<file path="src/sv/gcr_pkg.sv">
package gcr_pkg;

   localparam int ReqDataW = 72;
   localparam int RspDataW = 64;
   localparam int CsrAddrW = 2;
   localparam int CsrDataW = 13;

   localparam logic [CsrAddrW-1:0] CSR_FB_WIDTH  = 2'd0;
   localparam logic [CsrAddrW-1:0] CSR_FB_HEIGHT = 2'd1;
   localparam logic [CsrAddrW-1:0] CSR_ASCENDER  = 2'd2;
   localparam logic [CsrAddrW-1:0] CSR_CMODE     = 2'd3;

   localparam logic [12:0] FB_WIDTH_RST  = 13'd320;
   localparam logic [12:0] FB_HEIGHT_RST = 13'd240;

   localparam logic       KIND_HEADER   = 1'b0;
   localparam logic [1:0] CLASS_LITERAL = 2'd0;
   localparam logic [1:0] CLASS_FULL    = 2'd3;

   // request payload, first member in the highest bits
   typedef struct packed {
      logic [7:0]  glyph_cols;
      logic [7:0]  glyph_rows;
      logic [7:0]  glyph_top;
      logic [7:0]  glyph_left;
      logic [12:0] pen_y;
      logic [12:0] pen_x;
      logic [7:0]  data_byte;
   } req_item_type;

   typedef struct packed {
      logic        in_bounds;
      logic [7:0]  coverage;
      logic [25:0] byte_offset;
      logic [13:0] pixel_y;
      logic [13:0] pixel_x;
   } rsp_item_type;

   typedef enum logic [1:0] {
      COV_BYTE = 2'd0,
      COV_ZERO = 2'd1,
      COV_FULL = 2'd2
   } cov_sel_type;

   typedef enum logic [1:0] {
      ST_IDLE = 2'b01,
      ST_FILL = 2'b10
   } state_type;

   typedef struct packed {
      logic        load_hdr;
      logic        emit;
      cov_sel_type cov_sel;
      logic        run_load;
      logic        run_dec;
      logic        run_clr;
      logic        last;
   } cmd_type;

   typedef struct packed {
      logic       advance;
      logic       glyph_done;
      logic       cmode;
      logic       run_zero;
      logic       run_one;
      logic [1:0] run_class;
      logic       glyph_end;
   } status_type;

endpackage

</file>
<file path="src/sv/gcr_ctrl.sv">
module gcr_ctrl (
   input  logic               clock,
   input  logic               reset,
   input  logic               req_tvalid,
   output logic               req_tready,
   input  logic               req_kind,
   input  logic [1:0]         req_class,
   input  gcr_pkg::status_type sts,
   output gcr_pkg::cmd_type    cmd
);
   import gcr_pkg::*;

   state_type state_ff;
   state_type state_in;
   logic      accept;

   assign req_tready = (state_ff == ST_IDLE) && sts.advance;
   assign accept     = req_tvalid && req_tready;

   always_comb begin
      state_in = state_ff;
      cmd      = '0;
      cmd.cov_sel = COV_BYTE;
      case (state_ff)
         ST_IDLE: begin
            if (accept) begin
               if (req_kind == KIND_HEADER) begin
                  cmd.load_hdr = 1'b1;
               end else if (!sts.glyph_done) begin
                  if (!sts.cmode) begin
                     cmd.emit = 1'b1;
                     cmd.last = 1'b1;
                  end else if (sts.run_zero) begin
                     // control byte: literal count, or a fill run played out in FILL
                     cmd.run_load = 1'b1;
                     if (req_class != CLASS_LITERAL) begin
                        state_in = ST_FILL;
                     end
                  end else if (sts.run_class == CLASS_LITERAL) begin
                     cmd.emit    = 1'b1;
                     cmd.run_dec = 1'b1;
                     cmd.last    = 1'b1;
                  end else begin
                     state_in = ST_FILL;
                  end
               end
            end
         end
         ST_FILL: begin
            if (sts.advance) begin
               cmd.emit    = 1'b1;
               cmd.run_dec = 1'b1;
               cmd.cov_sel = (sts.run_class == CLASS_FULL) ? COV_FULL : COV_ZERO;
               if (sts.run_one || sts.glyph_end) begin
                  cmd.last    = 1'b1;
                  cmd.run_clr = 1'b1;
                  state_in    = ST_IDLE;
               end
            end
         end
         default: begin
            state_in = ST_IDLE;
         end
      endcase
   end

   always_ff @(posedge clock) begin
      if (reset) begin
         state_ff <= ST_IDLE;
      end else begin
         state_ff <= state_in;
      end
   end

endmodule

</file>
<file path="src/sv/gcr_dpath.sv">
module gcr_dpath #(
   parameter int MAX_DIM         = 4096,
   parameter int BYTES_PER_PIXEL = 3
) (
   input  logic                    clock,
   input  logic                    reset,
   input  logic                    csr_we,
   input  logic [1:0]              csr_addr,
   input  logic [12:0]             csr_wdata,
   input  gcr_pkg::req_item_type   req_item,
   input  gcr_pkg::cmd_type        cmd,
   output gcr_pkg::status_type     sts,
   output logic                    rsp_tvalid,
   input  logic                    rsp_tready,
   output gcr_pkg::rsp_item_type   rsp_item,
   output logic                    rsp_tlast
);
   import gcr_pkg::*;

   localparam logic [13:0] MaxDim = 14'(MAX_DIM);
   localparam logic [2:0]  Bpp    = 3'(BYTES_PER_PIXEL);

   // configuration
   logic [12:0]        fb_width_ff;
   logic [12:0]        fb_height_ff;
   logic signed [8:0]  ascender_ff;
   logic               cmode_ff;

   // glyph walk
   logic signed [13:0] base_x_ff, base_x_in;
   logic signed [13:0] base_y_ff, base_y_in;
   logic [7:0]         rows_ff, rows_in;
   logic [7:0]         cols_ff, cols_in;
   logic [7:0]         row_ff, row_in;
   logic [7:0]         col_ff, col_in;
   logic [6:0]         run_left_ff, run_left_in;
   logic [1:0]         run_class_ff, run_class_in;
   logic               done_ff, done_in;

   // pixel pipeline
   logic               advance;
   logic               col_end;
   logic               row_end;
   logic               glyph_end;
   logic [12:0]        w_clip;
   logic [12:0]        h_clip;
   logic [13:0]        px;
   logic [13:0]        py;
   logic               inb;
   logic [25:0]        prod;
   logic [7:0]         cov;

   logic               s1_valid_ff;
   logic [13:0]        s1_px_ff;
   logic [13:0]        s1_py_ff;
   logic [25:0]        s1_prod_ff;
   logic               s1_inb_ff;
   logic [7:0]         s1_cov_ff;
   logic               s1_last_ff;

   logic [26:0]        off_sum;
   logic [29:0]        off_full;
   rsp_item_type       s2_item_in;
   rsp_item_type       s2_item_ff;
   logic               s2_valid_ff;
   logic               s2_last_ff;

   assign advance   = !s2_valid_ff || rsp_tready;
   assign col_end   = (col_ff == cols_ff - 8'd1);
   assign row_end   = (row_ff == rows_ff - 8'd1);
   assign glyph_end = col_end && row_end;

   assign sts.advance    = advance;
   assign sts.glyph_done = done_ff;
   assign sts.cmode      = cmode_ff;
   assign sts.run_zero   = (run_left_ff == 7'd0);
   assign sts.run_one    = (run_left_ff == 7'd1);
   assign sts.run_class  = run_class_ff;
   assign sts.glyph_end  = glyph_end;

   always_ff @(posedge clock) begin
      if (reset) begin
         fb_width_ff  <= FB_WIDTH_RST;
         fb_height_ff <= FB_HEIGHT_RST;
         ascender_ff  <= '0;
         cmode_ff     <= 1'b0;
      end else if (csr_we) begin
         case (csr_addr)
            CSR_FB_WIDTH:  fb_width_ff  <= csr_wdata;
            CSR_FB_HEIGHT: fb_height_ff <= csr_wdata;
            CSR_ASCENDER:  ascender_ff  <= csr_wdata[8:0];
            CSR_CMODE:     cmode_ff     <= csr_wdata[0];
            default: begin
            end
         endcase
      end
   end

   always_comb begin
      base_x_in    = base_x_ff;
      base_y_in    = base_y_ff;
      rows_in      = rows_ff;
      cols_in      = cols_ff;
      row_in       = row_ff;
      col_in       = col_ff;
      run_left_in  = run_left_ff;
      run_class_in = run_class_ff;
      done_in      = done_ff;
      if (cmd.load_hdr) begin
         base_x_in = 14'($signed(req_item.pen_x)) + 14'($signed(req_item.glyph_left));
         base_y_in = 14'($signed(req_item.pen_y)) + 14'(ascender_ff)
                     - 14'($signed(req_item.glyph_top));
         rows_in      = req_item.glyph_rows;
         cols_in      = req_item.glyph_cols;
         row_in       = '0;
         col_in       = '0;
         run_left_in  = '0;
         run_class_in = '0;
         done_in      = (req_item.glyph_rows == 8'd0) || (req_item.glyph_cols == 8'd0);
      end else begin
         if (cmd.run_load) begin
            run_left_in  = {1'b0, req_item.data_byte[5:0]} + 7'd1;
            run_class_in = req_item.data_byte[7:6];
         end else if (cmd.run_dec) begin
            run_left_in = run_left_ff - 7'd1;
         end
         if (cmd.run_clr) begin
            run_left_in = '0;
         end
         if (cmd.emit) begin
            if (col_end) begin
               col_in = '0;
               row_in = row_ff + 8'd1;
               if (row_end) begin
                  done_in     = 1'b1;
                  run_left_in = '0;
               end
            end else begin
               col_in = col_ff + 8'd1;
            end
         end
      end
   end

   always_ff @(posedge clock) begin
      if (reset) begin
         base_x_ff    <= '0;
         base_y_ff    <= '0;
         rows_ff      <= '0;
         cols_ff      <= '0;
         row_ff       <= '0;
         col_ff       <= '0;
         run_left_ff  <= '0;
         run_class_ff <= '0;
         done_ff      <= 1'b1;
      end else begin
         base_x_ff    <= base_x_in;
         base_y_ff    <= base_y_in;
         rows_ff      <= rows_in;
         cols_ff      <= cols_in;
         row_ff       <= row_in;
         col_ff       <= col_in;
         run_left_ff  <= run_left_in;
         run_class_ff <= run_class_in;
         done_ff      <= done_in;
      end
   end

   // stage 1: position, clip and row product
   always_comb begin
      w_clip = ({1'b0, fb_width_ff} > MaxDim) ? MaxDim[12:0] : fb_width_ff;
      h_clip = ({1'b0, fb_height_ff} > MaxDim) ? MaxDim[12:0] : fb_height_ff;
      px     = base_x_ff + {6'd0, col_ff};
      py     = base_y_ff + {6'd0, row_ff};
      inb    = !px[13] && (px[12:0] < w_clip) && !py[13] && (py[12:0] < h_clip);
      prod   = {13'd0, py[12:0]} * {13'd0, w_clip};
      case (cmd.cov_sel)
         COV_ZERO: cov = 8'h00;
         COV_FULL: cov = 8'hff;
         default:  cov = req_item.data_byte;
      endcase
   end

   always_ff @(posedge clock) begin
      if (reset) begin
         s1_valid_ff <= 1'b0;
      end else if (advance) begin
         s1_valid_ff <= cmd.emit;
      end
   end

   always_ff @(posedge clock) begin
      if (advance) begin
         s1_px_ff   <= px;
         s1_py_ff   <= py;
         s1_prod_ff <= prod;
         s1_inb_ff  <= inb;
         s1_cov_ff  <= cov;
         s1_last_ff <= cmd.last;
      end
   end

   // stage 2: finish the byte offset
   always_comb begin
      off_sum  = {1'b0, s1_prod_ff} + {14'd0, s1_px_ff[12:0]};
      off_full = {3'd0, off_sum} * {27'd0, Bpp};
      s2_item_in.pixel_x     = s1_px_ff;
      s2_item_in.pixel_y     = s1_py_ff;
      s2_item_in.byte_offset = s1_inb_ff ? off_full[25:0] : 26'd0;
      s2_item_in.coverage    = s1_cov_ff;
      s2_item_in.in_bounds   = s1_inb_ff;
   end

   always_ff @(posedge clock) begin
      if (reset) begin
         s2_valid_ff <= 1'b0;
      end else if (advance) begin
         s2_valid_ff <= s1_valid_ff;
      end
   end

   always_ff @(posedge clock) begin
      if (advance) begin
         s2_item_ff <= s2_item_in;
         s2_last_ff <= s1_last_ff;
      end
   end

   assign rsp_tvalid = s2_valid_ff;
   assign rsp_item   = s2_item_ff;
   assign rsp_tlast  = s2_last_ff;

endmodule

</file>
<file path="src/sv/glyph_coverage_rle_rasterizer.sv">
// channel | direction | tdata fields (lsb up)                                | tuser | tlast
// req_    | in        | data_byte, pen_x, pen_y, glyph_left, glyph_top,        | kind  | -
//         |           | glyph_rows, glyph_cols (66 bits, padded to 72)         |       |
// rsp_    | out       | pixel_x, pixel_y, byte_offset, coverage, in_bounds     | -     | last_of_item
//         |           | (63 bits, padded to 64)                                |       |
// csr_    | in        | write enable, register index, 13-bit write data        | -     | -
//
// A header, an ignored byte, a plain pixel byte or a literal byte is handled in the cycle it is accepted.
// A fill run control byte starts a run of n pixels (n up to 64): the
// controller holds the request side and emits one pixel per cycle while rsp_ is not stalled.
// An emitted pixel passes the product stage, then the offset stage, before it leaves.
// A stall on rsp_ freezes the whole pixel pipe and drops req_tready.
// Reset is synchronous; no clearing pass, the block is ready right after reset.
module glyph_coverage_rle_rasterizer #(
   parameter int MAX_DIM         = 4096,
   parameter int BYTES_PER_PIXEL = 3
) (
   input  logic        clock,
   input  logic        reset,
   input  logic        req_tvalid,
   output logic        req_tready,
   // data_byte[7:0], pen_x[20:8], pen_y[33:21], glyph_left[41:34],
   // glyph_top[49:42], glyph_rows[57:50], glyph_cols[65:58]
   input  logic [71:0] req_tdata,
   // kind[0]
   input  logic        req_tuser,
   output logic        rsp_tvalid,
   input  logic        rsp_tready,
   // pixel_x[13:0], pixel_y[27:14], byte_offset[53:28], coverage[61:54],
   // in_bounds[62]
   output logic [63:0] rsp_tdata,
   output logic        rsp_tlast,
   input  logic        csr_we,
   input  logic [1:0]  csr_addr,
   input  logic [12:0] csr_wdata
);
   import gcr_pkg::*;

   req_item_type req_item;
   rsp_item_type rsp_item;
   cmd_type      cmd;
   status_type   sts;

   assign req_item  = req_tdata[65:0];
   assign rsp_tdata = {1'b0, rsp_item};

   gcr_ctrl u_ctrl (
      .clock      (clock),
      .reset      (reset),
      .req_tvalid (req_tvalid),
      .req_tready (req_tready),
      .req_kind   (req_tuser),
      .req_class  (req_item.data_byte[7:6]),
      .sts        (sts),
      .cmd        (cmd)
   );

   gcr_dpath #(
      .MAX_DIM         (MAX_DIM),
      .BYTES_PER_PIXEL (BYTES_PER_PIXEL)
   ) u_dpath (
      .clock      (clock),
      .reset      (reset),
      .csr_we     (csr_we),
      .csr_addr   (csr_addr),
      .csr_wdata  (csr_wdata),
      .req_item   (req_item),
      .cmd        (cmd),
      .sts        (sts),
      .rsp_tvalid (rsp_tvalid),
      .rsp_tready (rsp_tready),
      .rsp_item   (rsp_item),
      .rsp_tlast  (rsp_tlast)
   );

endmodule

</file>
<file path="config.mk">
export PLATFORM = sky130hd
export DESIGN_NAME = glyph_coverage_rle_rasterizer
export DESIGN_NICKNAME = d
export VERILOG_FILES = /design/src/sv/gcr_pkg.sv /design/src/sv/gcr_ctrl.sv /design/src/sv/gcr_dpath.sv /design/src/sv/glyph_coverage_rle_rasterizer.sv
export SDC_FILE = /design/constraint.sdc
export NUM_CORES = 1
export LEC_CHECK = 0
export ABC_AREA = 0
export BUFFER_PORTS_ARGS = -buffer_cell sky130_fd_sc_hd__clkbuf_2
export CORE_MARGIN = 2
export CORE_UTILIZATION = 28
export DETAILED_ROUTE_END_ITERATION = 10
export MAX_ROUTING_LAYER = met4
export PLACE_DENSITY = 0.55
export SYNTH_ARGS = -nofsm -noshare
export SYNTH_HDL_FRONTEND = slang
export SYNTH_SLANG_ARGS = --single-unit
</file>
<file path="constraint.sdc">
create_clock -name clock -period 7.7 [get_ports clock]
set_input_delay 1.54 -clock clock [delete_from_list [all_inputs] [get_ports clock]]
set_output_delay 1.54 -clock clock [all_outputs]
set_load 0.1 [all_outputs]
</file>
Yosys cells after proc, flatten, opt, wreduce, memory -nomap -nowiden --
Index checks and enable logic that the tools add are counted.
Cells by class: $mul 2, add/sub/neg operators 12, reduce and logical (&&, ||, !) cells 29, magnitude comparators 4, mux-type cells 48, eq/ne operators 19
Operators by type and width (count):
- $mux W7 | 6
- $mux W2 | 17
- $add A14 B8 Y14 | 2
- $add A26 B13 Y27 | 1
- $mul A27 B2 Y26 const B | 1
- $gt A13 B13 Y1 const B | 2
- $lt A13 B13 Y1 | 2
- $mul A13 B13 Y26 | 1
- $mux W13 | 2
- $add A8 B1 Y8 const B | 2
- $eq A8 B8 Y1 | 2
- $logic_not A8 Y1 | 2
- $pmux W8 S2 | 1
- $sub A8 B1 Y8 const B | 2
- $mux W1 | 15
- $add A13 B8 Y14 | 1
- $add A13 B9 Y14 | 1
- $sub A14 B8 Y14 | 1
- $eq A2 B2 Y1 const B | 5
- $reduce_and A2 Y1 | 5
- $mux W8 | 1
- $ne A2 B1 Y1 const B | 4
- $reduce_and A8 Y1 | 1
- $reduce_bool A2 Y1 | 4
- 16 further kinds | 33
Word-level totals: output and inout bits 67, input port bits 93, logic and storage cells 142, flip-flop bits (word level) 238

Depth between registers and ports, before layout --
Gate-level depths: netlist of run 1.
word-level depth 14, depth in mapped cells 31, depth with buffers taken out 31

Cells and area by module --
Synthesis of run 1 repeated with hierarchy kept, for this count alone.
Unflattened totals: cell total of the unflattened synthesis 2098, area total of the unflattened synthesis 19447.4 µm²
By module, submodules not included:
- gcr_dpath | seq. area each 6005.8 µm², area each 19160.9 µm², cells each 2061, times used 1
- gcr_ctrl | seq. area each 40.0 µm², area each 275.3 µm², cells each 35, times used 1
- glyph_coverage_rle_rasterizer | seq. area each 0.0 µm², area each 11.3 µm², cells each 2, times used 1

Worst setup path after synthesis of run 1 --
No wires, ideal clock.
path type register to register, start register u_dpath.row_ff[0], end register u_dpath.s1_prod_ff[23] (data pin), setup time 258 ps, buffers on the path 0, cell stages (with the launch flop) 32, arrival 6744 ps, required time 7442 ps, clock period less this slack 7002 ps, setup slack 698 ps, cell sequence dfxtp_1 -> ha_1 -> inv_1 -> fa_1 -> nor2b_1 -> o21ai_1 -> a21boi_0 -> o21ai_0 -> a21boi_0 -> o21ai_1 -> a21oi_1 -> xnor2_2 -> nor2_1 -> fa_1 -> inv_1 -> fa_1 -> inv_1 -> fa_1 -> fa_1 -> inv_1 -> fa_1 -> inv_1 -> ha_1 -> a21oi_1 -> nor2b_1 -> o21ai_0 -> o211ai_1 -> a31oi_1 -> o31ai_1 -> a21o_1 -> or2_2 -> xor2_1
Between the ends: longest elaborated chain between the ends 2
RTL lines:
- start: declaration | line gcr_dpath.sv:34 | logic [7:0] row_ff, row_in;
- start signal: assignment | line gcr_dpath.sv:161 | row_ff <= row_in;
- $add A14 B8 Y14 | line gcr_dpath.sv:174 | py = base_y_ff + {6'd0, row_ff};
- $mul A13 B13 Y26 | line gcr_dpath.sv:176 | prod = {13'd0, py[12:0]} * {13'd0, w_clip};
- net u_dpath.prod[23] | line gcr_dpath.sv:50 | logic [25:0] prod;
- end signal: assignment | line gcr_dpath.sv:196 | s1_prod_ff <= prod;
- end: declaration | line gcr_dpath.sv:56 | logic [25:0] s1_prod_ff;
The timed path passes the listed nets, and every way through them passes these cells. A chain may end at the register's enable or synchronous reset.

Worst setup path after layout of run 1 --
start register u_dpath.row_ff[0], end register u_dpath.s1_prod_ff[23] (data pin)
Between the ends: longest elaborated chain between the ends 2
RTL lines:
- $add A14 B8 Y14 | line gcr_dpath.sv:174
- net u_dpath.py[10] | line gcr_dpath.sv:48 | logic [13:0] py;
- $mul A13 B13 Y26 | line gcr_dpath.sv:176
- net u_dpath.prod[23] | line gcr_dpath.sv:50
The timed path passes the listed nets, and every way through them passes these cells.

==> qor.yml, run 1 <==
worstSetupStartpointType: "register"
reg2reg_slack_ps: 460
required_ps: 8040
ys_ff_latch: 238
synth-edff-count: 128
fmax_mhz: 138
hold_end: "u_dpath.rsp_item[21]"
p_int_uw: 3170
grt_pass1_vias: 15400
grt_use_total_pct: 14.5
hp-class: "register to register"
setup_viol: 0
synth_cell_types: 78
layout_worst_path_cycle_share_pct: 94.0
wl_met1_mm: 22.8
p_seq_share_pct: 31.3
synthToLayoutAreaGrowth_pct: 16.2
syn_nets: 2547
async_flop_share_pct: 0
p_leak_uw: 0.0103
n_fill_cell: 7029
drt_iter0_drc: 862
pwr-share-clk_pct: 28.3
drv_cap: 0
htree_levels: 1
power_density_mw_per_mm2: 245
multi_input_comb_area_sq_mm: 0.0119
grt_max_degree: 89
post_drt_wl_per_cell_um: 15.6
initial_utilization_pct: 28.4
rows: 95
pwr-share-comb_pct: 40.5
status: "finished clean"
r2r_end: "u_dpath.s1_prod_ff[23]"
numCtsBuffers: 31
fp.coreArea_sq_mm: 0.0675
ios: 160
ant_nets: 0
grt_pass1_wl_mm: 80.0
relSlewSlack_pct: 30.5
cpMostUsedCell: "fa_1"
fin_area_sq_mm: 0.0223
drv_slew: 0
clkSinkCount: 238
hold_start: "u_dpath.s1_py_ff[7]"
reg2regPathDepth: 28
p_sw_uw: 2270
crit_path_end_kind: "register"
path_class: "register to register"
port_buffers: 152
timing.final.hold_violations: 0
critPathMaxFanout: 4
ctsHoldBuffers: 0
switching_share_pct: 41.7
syn_area_per_cell_sq_um: 9.00
final_layout_size_suffix_gt1_share_pct: 12.5
dpl_cell_area_sq_mm: 0.0211
ys_seq_area_share_pct: 31.5
routed_wl_mm: 49.9
cts.reportedPaths.clkPinSlew_ps: 60
wl_met2_mm: 22.6
floorplan.die.width_um: 266
dieArea_sq_mm: 0.0705
fin_skew_ps: 21.6
antenna_found_initial: 2
syn-cell-area_sq_mm: 0.0192
arrival_ps: 7570
cts_tree: "done"
worst_path_max_delay_cell: "fa_1"
cts_max_path_buffers: 3
regArea_sq_mm: 0.00605
avgViaCountPerCell: 4.69
drtPass1Iterations: 5
root_buffer: "clkbuf_16"
hold_depth: 0
yosysWarnings: 0
gp_congestion: 0.901
dp_hpwl_mm: 39.7
r2r-start: "u_dpath.row_ff[0]"
ys.flop_type: "edfxtp_1"
ir_drop_v: 0.000172
highest_layer: "met4"
cpPeakStageDelay_ps: 540
clk_latency_ps: 600
final.min_clock_period_ps: 7240
num_vias: 15000
overflow: 0
final_util_pct: 33.0
drcViolationCount: 0
fin_nets: 2719
tightest_slew_ps: 1040
chipHeight_um: 266
wl_met3_mm: 2.83
synthCells: 2130
final cells by class:
cell class / count / share of cell area [%]
multi-input cells: 1555 / 53.4
flip-flops and latches: 238 / 27.2
well taps: 873 / 4.91
repair buffers: 195 / 4.88
inverters: 281 / 4.76
clock buffers: 42 / 3.85
clock inverters: 15 / 1.07
diodes: 1 / 0.0112
per-layer routing:
layer / vias to the layer above / global-route usage, %
met1: 7104 / 18.9
met2: 380 / 23.1
met5: - / -
met3: 99 / 2.04
met4: 0 / 4.86
li1: 7434 / -
what timing repair did:
item / in CTS / in global routing
gates resized for setup: 0 / 17
setup buffers: 0 / 2
endpoints found under the hold margin: 0 / 0
endpoints found under the setup margin: 0 / 6
cells in the mapped netlist, drive strengths merged (7+ instances only):
cell | count | area, sq um
a211oi | 20 | 160
a21o | 21 | 158
a21oi | 145 | 737
and2 | 8 | 50.1
and3 | 12 | 75.1
buf | 8 | 61.3
clkbuf | 48 | 180
dfxtp | 110 | 2200
edfxtp | 128 | 3840
fa | 139 | 2780
ha | 185 | 2310
inv | 278 | 1040
mux2i | 7 | 70.1
nand2 | 290 | 1090
nand2b | 14 | 87.6
nand3 | 38 | 190
nand3b | 13 | 97.6
nand4 | 18 | 113
nor2 | 254 | 963
nor2b | 27 | 169
nor3 | 29 | 150
nor4 | 12 | 96.3
o21a | 16 | 120
o21ai | 65 | 333
o21bai | 11 | 82.6
or2 | 10 | 62.6
or3 | 9 | 56.3
xnor2 | 77 | 704
xor2 | 54 | 480
cells in the final DEF (no fill, tap or decap), types with 73 or more instances in the layout:
master | synthesis | layout
a21oi_1 | 142 | 140
dfxtp_1 | 110 | 109
clkbuf_2 | 0 | 152
inv_1 | 275 | 275
edfxtp_1 | 128 | 128
nor2_1 | 250 | 249
fa_1 | 139 | 139
ha_1 | 185 | 185
xnor2_1 | 73 | 73
nand2_1 | 290 | 289
how the worst max path moves through the flow:
stage / from / end / depth (start not counted)
floorplan: u_dpath.row_ff[0] / u_dpath.s1_prod_ff[23] / 31
global placement: u_dpath.row_ff[0] / u_dpath.s1_prod_ff[25] / 31
detailed placement: u_dpath.row_ff[0] / u_dpath.s1_prod_ff[25] / 31
CTS: u_dpath.row_ff[0] / u_dpath.s1_prod_ff[25] / 31
global route: u_dpath.base_y_ff[0] / u_dpath.s1_prod_ff[25] / 31
finish: u_dpath.row_ff[0] / u_dpath.s1_prod_ff[23] / 28
power by group through the flow:
stage / sequential [uW] / clock (uW) / combinational (uW)
2_1_floorplan: 2280 / 0 / 1140
3_3_place_gp: 1730 / 0 / 2150
3_5_place_dp: 1730 / 0 / 2190
4_1_cts: 1710 / 1590 / 2200
5_1_grt: 1730 / 1630 / 2410
6_report: 1700 / 1540 / 2200
flip-flops by register name, summed over array words and instances, names as in the netlist, 8 cells and up:
signal,flops
u_dpath.rows_ff,8
u_dpath.fb_height_ff,13
u_dpath.s1_py_ff,14
u_dpath.col_ff,8
u_dpath.base_x_ff,14
u_dpath.rsp_item,63
u_dpath.s1_prod_ff,26
u_dpath.row_ff,8
u_dpath.base_y_ff,14
u_dpath.ascender_ff,9
u_dpath.fb_width_ff,13
u_dpath.s1_px_ff,14
u_dpath.s1_cov_ff,8
u_dpath.cols_ff,8
per-stage QoR:
step | hold slack [ps] | instances | power (uW) | worst slack (ps) | TNS (ps)
2_1_floorplan | 400 | 2130 | 3420 | 698 | 0
3_3_place_gp | 405 | 3140 | 3880 | 317 | 0
3_5_place_dp | 405 | 3140 | 3920 | 183 | 0
4_1_cts | 414 | 3197 | 5500 | 132 | 0
5_1_grt | 426 | 3200 | 5770 | -3.81 | -3.81
6_report | 412 | 3200 | 5450 | 464 | 0
worst max-delay path, delay by kind of cell (launching register included):
family	cells	cell delay [ps]
XOR/XNOR	2	270
adder cells (fa/ha/maj)	8	3550
buffers and inverters	5	610
AO/OA/AOI/OAI	10	1690
AND/OR/NAND/NOR	3	500
flip-flops	1	340
cells by family (layout without fill, tap and decap cells):
logic type                 after synthesis  count (layout)  share of synthesized area [%]
and+or+nand+nor                        757             757                           17.7
buffers and inverters                  337             533                           6.76
AOI/OAI and AO/OA                      335             335                           10.8
adders and majority gates              324             324                           26.6
DFF                                    238             238                           31.5
xor gates and xnor gates               131             131                           6.18
muxes                                    7               7                          0.366
other                                    1               2                         0.0196
Note: power is estimated with default switching activity, not from simulation.
==> inputs of run 2 (changes only) <==
--- a/config.mk
+++ b/config.mk
@@ -6,7 +6,7 @@
 export NUM_CORES = 1
 export LEC_CHECK = 0
 export ABC_AREA = 0
-export BUFFER_PORTS_ARGS = -buffer_cell sky130_fd_sc_hd__clkbuf_2
+export BUFFER_PORTS_ARGS = -buffer_cell sky130_fd_sc_hd__buf_2
 export CORE_MARGIN = 2
 export CORE_UTILIZATION = 28
 export DETAILED_ROUTE_END_ITERATION = 10
==> run 2 against run 1 <==
  * Setup slack improved by 42 ps
  * Flip-flop and latch count unchanged
  * Fmax grew 0.58%
  * Cell count about the same
  * Final area is 0.28% lower
  * Clock power fell by 6%
  * Core utilization decreased by 0.091 points
  * Via count down 1.1%
  * Total power is 1.8% lower
  * Hold slack improved by 6.8 ps
  * Clock-buffer cell count is 7 lower
==> qor.yml, run 2 (same netlist as run 1, synthesis figures left out) <==
status: "finished clean"
grt_use_total_pct: 14.3  # -0.16 points
path_class: "register to register"
reg2regPathDepth: 28  # unchanged
floorplan.die.width_um: 266  # unchanged
hold_start: "u_dpath.s1_cov_ff[5]"
timing.final.hold_violations: 0  # unchanged
hold_end: "u_dpath.rsp_item[59]"
antenna_found_initial: 3  # +1
setup_viol: 0  # unchanged
power_uw: 5350  # -1.8%
clkSinkCount: 238  # unchanged
cpPeakStageDelay_ps: 550  # about the same
ios: 160  # unchanged
critPathMaxFanout: 6  # +2
tightest_slew_ps: 1040  # -7.38 ps
layout_worst_path_cycle_share_pct: 93.4  # -0.54 points
fin_nets: 2719  # unchanged
dp_hpwl_mm: 39.4  # -0.76%
dpl_cell_area_sq_mm: 0.0211  # about the same
ant_nets: 0  # unchanged
reg2reg_slack_ps: 510  # +40 ps
worst_path_max_delay_cell: "fa_1"
cts_tree: "done"
port_buffers: 152  # unchanged
final_layout_size_suffix_gt1_share_pct: 12.6  # +0.17 points
numCtsBuffers: 30  # -3.2%
r2r_end: "u_dpath.s1_prod_ff[23]"
relSlewSlack_pct: 30.7  # +0.24 points
drt_iter0_drc: 926  # +7.4%
r2r-start: "u_dpath.row_ff[1]"
cts_max_path_buffers: 3  # unchanged
multi_input_comb_area_sq_mm: 0.0119  # about the same
dieArea_sq_mm: 0.0705  # unchanged
whs_ps: 419  # +6.83 ps
final_cell_mix: "289 x nand2_1, 274 x inv_1, 249 x nor2_1"
grt_pass1_wl_mm: 79.1  # -1.2%
n_fill_cell: 7036  # +0.10%
final_common_cell: "nand2_1"
htree_levels: 1  # unchanged
post_drt_wl_per_cell_um: 15.4  # -1.3%
drv_cap: 0  # unchanged
cpMostUsedCell: "fa_1"
drcViolationCount: 0  # unchanged
hp-class: "register to register"
drtPass1Iterations: 5  # unchanged
clk_latency_ps: 610  # about the same
routed_wl_mm: 49.3  # -1.2%
final.min_clock_period_ps: 7190  # -41.9 ps
regArea_sq_mm: 0.00605  # unchanged
synthToLayoutAreaGrowth_pct: 15.9
largest_register_ffs: 63  # unchanged
p_leak_uw: 0.0103  # -0.28%
avgViaCountPerCell: 4.64  # -1.1%
power_density_mw_per_mm2: 241  # -1.5%
fin_skew_ps: 21.6  # +0.0238 ps
overflow: 0  # unchanged
fp.coreArea_sq_mm: 0.0675  # unchanged
initial_utilization_pct: 28.4  # unchanged
ctsHoldBuffers: 0  # unchanged
worstSetupStartpointType: "register"
required_ps: 8040  # about the same
arrival_ps: 7540  # -30 ps
grt_max_degree: 80  # -10%
crit_path_end_kind: "register"
num_vias: 14900  # -1.1%
fin_area_sq_mm: 0.0222  # -0.28%
fmax_mhz: 139  # +0.58%
chipHeight_um: 266  # unchanged
root_buffer: "clkbuf_16"
hold_depth: 0  # unchanged
gp_congestion: 0.897  # -0.47%
drv_slew: 0  # unchanged
rows: 95  # unchanged
grt_pass1_vias: 15100  # -1.8%
cts.reportedPaths.clkPinSlew_ps: 60  # about the same
ir_drop_v: 0.000177  # +3.0%
run 2: timing repair:
item                                    in CTS  in global routing
endpoints found under the setup margin       0                  6
buffers inserted                             0                  2
resized for setup                            0                 17
run 2: power breakdown:
group | internal [uW] | leakage (uW) | switching, uW
sequential | 1580 | 0.00242 | 117
combinational | 642 | 0.00736 | 1570
clock | 837 | 0.000482 | 606
run 2: per-stage QoR:
step	TNS (ps)	std cells	util [%]	worst slack [ps]
global route	-0.0995	3202	32.9	-0.0995
global placement	0	3141	31.2	319
detailed placement	0	3141	31.2	287
finish	0	3202	32.9	506
floorplan	0	2130	-	698
CTS	0	3197	32.8	237
run 2: routing by layer:
layer	wire length (um)	track usage, %	up-vias
met3	2890	2.26	86
met5	0	-	-
met2	22600	23.0	371
li1	-	-	7431
met4	1510	4.93	0
met1	22300	18.3	6971
run 2: how the worst max path moves through the flow:
stage / startpoint / end / slack, ps
after global placement: u_dpath.row_ff[0] / u_dpath.s1_prod_ff[25] / 320
final: u_dpath.row_ff[1] / u_dpath.s1_prod_ff[23] / 510
after floorplan: u_dpath.row_ff[0] / u_dpath.s1_prod_ff[23] / 700
after global routing: u_dpath.row_ff[2] / u_dpath.s1_prod_ff[23] / -0.1
after detailed placement: u_dpath.row_ff[0] / u_dpath.s1_prod_ff[25] / 290
after CTS: u_dpath.row_ff[0] / u_dpath.s1_prod_ff[25] / 240
run 2: worst max-delay path, delay by kind of cell (launching register included):
kind,cells,cell delay (ps)
buf+inv,5,410
fa+ha+maj,7,3120
compound gates,11,1980
xor+xnor,2,370
flops,1,350
simple gates,3,710
run 2: cell type report:
type                            count  area share (%)
Antenna cell                        3          0.0338
Clock buffer                       35            3.51
Clock inverter                     21            1.08
Inverter                          281            4.79
Multi-Input combinational cell   1555            53.5
Sequential cell                   238            27.2
Tap cell                          873            4.92
Timing Repair Buffer              196            4.93
==> inputs of run 3 (changes only) <==
--- a/config.mk
+++ b/config.mk
@@ -7,11 +7,13 @@
 export LEC_CHECK = 0
 export ABC_AREA = 0
 export BUFFER_PORTS_ARGS = -buffer_cell sky130_fd_sc_hd__buf_2
+export CELL_PAD_IN_SITES_DETAIL_PLACEMENT = 0
+export CELL_PAD_IN_SITES_GLOBAL_PLACEMENT = 1
 export CORE_MARGIN = 2
 export CORE_UTILIZATION = 28
 export DETAILED_ROUTE_END_ITERATION = 10
 export MAX_ROUTING_LAYER = met4
-export PLACE_DENSITY = 0.55
+export PLACE_DENSITY = 0.65
 export SYNTH_ARGS = -nofsm -noshare
 export SYNTH_HDL_FRONTEND = slang
 export SYNTH_SLANG_ARGS = --single-unit
==> run 3 against run 2 <==
  * Cell count about the same
  * Clock power grew 4%
  * Fmax shrank 1.6%
  * Die area stayed put
  * Total power is 0.84% higher
  * Critical path type unchanged
  * Critical endpoint unchanged
==> qor.yml, run 3 (same netlist as run 1, synthesis figures left out) <==
ant_nets: 0  # unchanged
drv_cap: 0  # unchanged
critPathMaxFanout: 5  # -1
path_class: "register to register"
grt_use_total_pct: 14.2  # -0.13 points
p_leak_uw: 0.0103  # +0.51%
drtPass1Iterations: 6  # +1
relSlewSlack_pct: 28.7  # -2.1 points
antenna_found_initial: 1  # -2
dp_hpwl_mm: 39.6  # +0.67%
place_ws_ps: 171  # -116 ps
cts_tree: "done"
ir_drop_v: 0.000164  # -7.7%
fin_area_sq_mm: 0.0223  # +0.25%
layout_worst_path_cycle_share_pct: 94.9  # +1.5 points
worstSetupStartpointType: "register"
final_cell_mix: "290 x nand2_1, 274 x inv_1, 249 x nor2_1"
cts.reportedPaths.clkPinSlew_ps: 60  # about the same
num_vias: 14700  # -0.81%
power_density_mw_per_mm2: 242  # +0.59%
grt_max_degree: 84  # +5.0%
arrival_ps: 7620  # +80 ps
worst_path_max_delay_cell: "fa_1"
fmax_mhz: 137  # -1.6%
ctsHoldBuffers: 0  # unchanged
port_buffers: 152  # unchanged
drcViolationCount: 0  # unchanged
largest_register_ffs: 63  # unchanged
worst_slack_ps: 391  # -115 ps
tightest_slew_ps: 1070  # +30.7 ps
hp-class: "register to register"
rows: 95  # unchanged
status: "finished clean"
fin_skew_ps: 64.1  # +42.5 ps
cpPeakStageDelay_ps: 590  # +40 ps
chipHeight_um: 266  # unchanged
cpMostUsedCell: "fa_1"
drv_slew: 0  # unchanged
final_common_cell: "nand2_1"
final.min_clock_period_ps: 7310  # +115 ps
clkSinkCount: 238  # unchanged
gp_congestion: 0.870  # -3.0%
cts_max_path_buffers: 3  # unchanged
crit_path_end_kind: "register"
routed_wl_mm: 49.0  # -0.65%
htree_levels: 1  # unchanged
post_drt_wl_per_cell_um: 15.3  # -0.68%
final_layout_size_suffix_gt1_share_pct: 12.8  # +0.11 points
overflow: 0  # unchanged
clk_latency_ps: 610  # about the same
required_ps: 8010  # -30 ps
ios: 160  # unchanged
timing.final.hold_violations: 0  # unchanged
synthToLayoutAreaGrowth_pct: 16.2
fp.coreArea_sq_mm: 0.0675  # unchanged
fin_nets: 2722  # +0.11%
initial_utilization_pct: 28.4  # unchanged
drt_iter0_drc: 687  # -26%
floorplan.die.width_um: 266  # unchanged
dpl_cell_area_sq_mm: 0.0211  # +0.11%
grt_pass1_wl_mm: 78.6  # -0.57%
dieArea_sq_mm: 0.0705  # unchanged
grt_pass1_vias: 15000  # -0.85%
numCtsBuffers: 30  # unchanged
fin_tns_setup_ps: 0  # unchanged
avgViaCountPerCell: 4.60  # -0.84%
setup_viol: 0  # unchanged
root_buffer: "clkbuf_16"
run 3: layer usage:
layer / vias to the layer above / track usage, % / routed length [um] / part of all wire, %
li1: 7444 / - / - / -
met1: 6924 / 18.2 / 22700 / 46
met2: 299 / 23.9 / 23000 / 47
met3: 72 / 1.83 / 2000 / 4.1
met4: 0 / 3.28 / 1190 / 2.4
met5: - / - / 0 / 0
run 3: final timing paths:
| kind | start | end | slack [ps] | cells after the start |
|---|---|---|---|---|
| worst max-delay path | u_dpath.row_ff[0] | u_dpath.s1_prod_ff[23] | 390 | 31 |
| worst min register to register | u_dpath.s1_py_ff[2] | u_dpath.rsp_item[16] | 420 | 0 |
| worst max register to register | u_dpath.row_ff[0] | u_dpath.s1_prod_ff[23] | 390 | 31 |
| worst min-delay path | u_dpath.s1_py_ff[2] | u_dpath.rsp_item[16] | 420 | 0 |
run 3: what timing repair did:
item,4_1_cts,5_1_grt
gates resized for setup,0,15
setup buffers,0,2
setup endpoints to repair,0,6
run 3: layout make-up:
class / count / area [sq um]
Antenna cell: 1 / 2.50
Clock buffer: 32 / 758
Clock inverter: 24 / 314
Fill cell: 7011 / 45300
Inverter: 281 / 1060
Multi-Input combinational cell: 1555 / 11900
Sequential cell: 238 / 6050
Tap cell: 873 / 1090
Timing Repair Buffer: 199 / 1110
run 3: where the power goes:
part | switching, uW | internal, uW | leakage [uW]
Clock | 579 | 920 | 0.000523
Combinational | 1560 | 645 | 0.00737
Sequential | 109 | 1580 | 0.00242
run 3: worst max-delay path, delay by kind of cell, from the launching register on:
family,cells,cell delay [ps]
buffers and inverters,7,740
DFF,1,340
adders and majority gates,8,3560
and+or+nand+nor,4,580
xor gates and xnor gates,2,310
AOI/OAI and AO/OA,10,1470
run 3: through the flow:
step                      cells  util [%]  power, uW  hold WS, ps
final                      3203      33.0       5390          416
after global routing       3203      33.0       5730          424
after CTS                  3200      32.9       5460          419
after detailed placement   3144      31.3       3920          405
after global placement     3144      31.3       3900          402
after floorplan            2130         -       3420          400
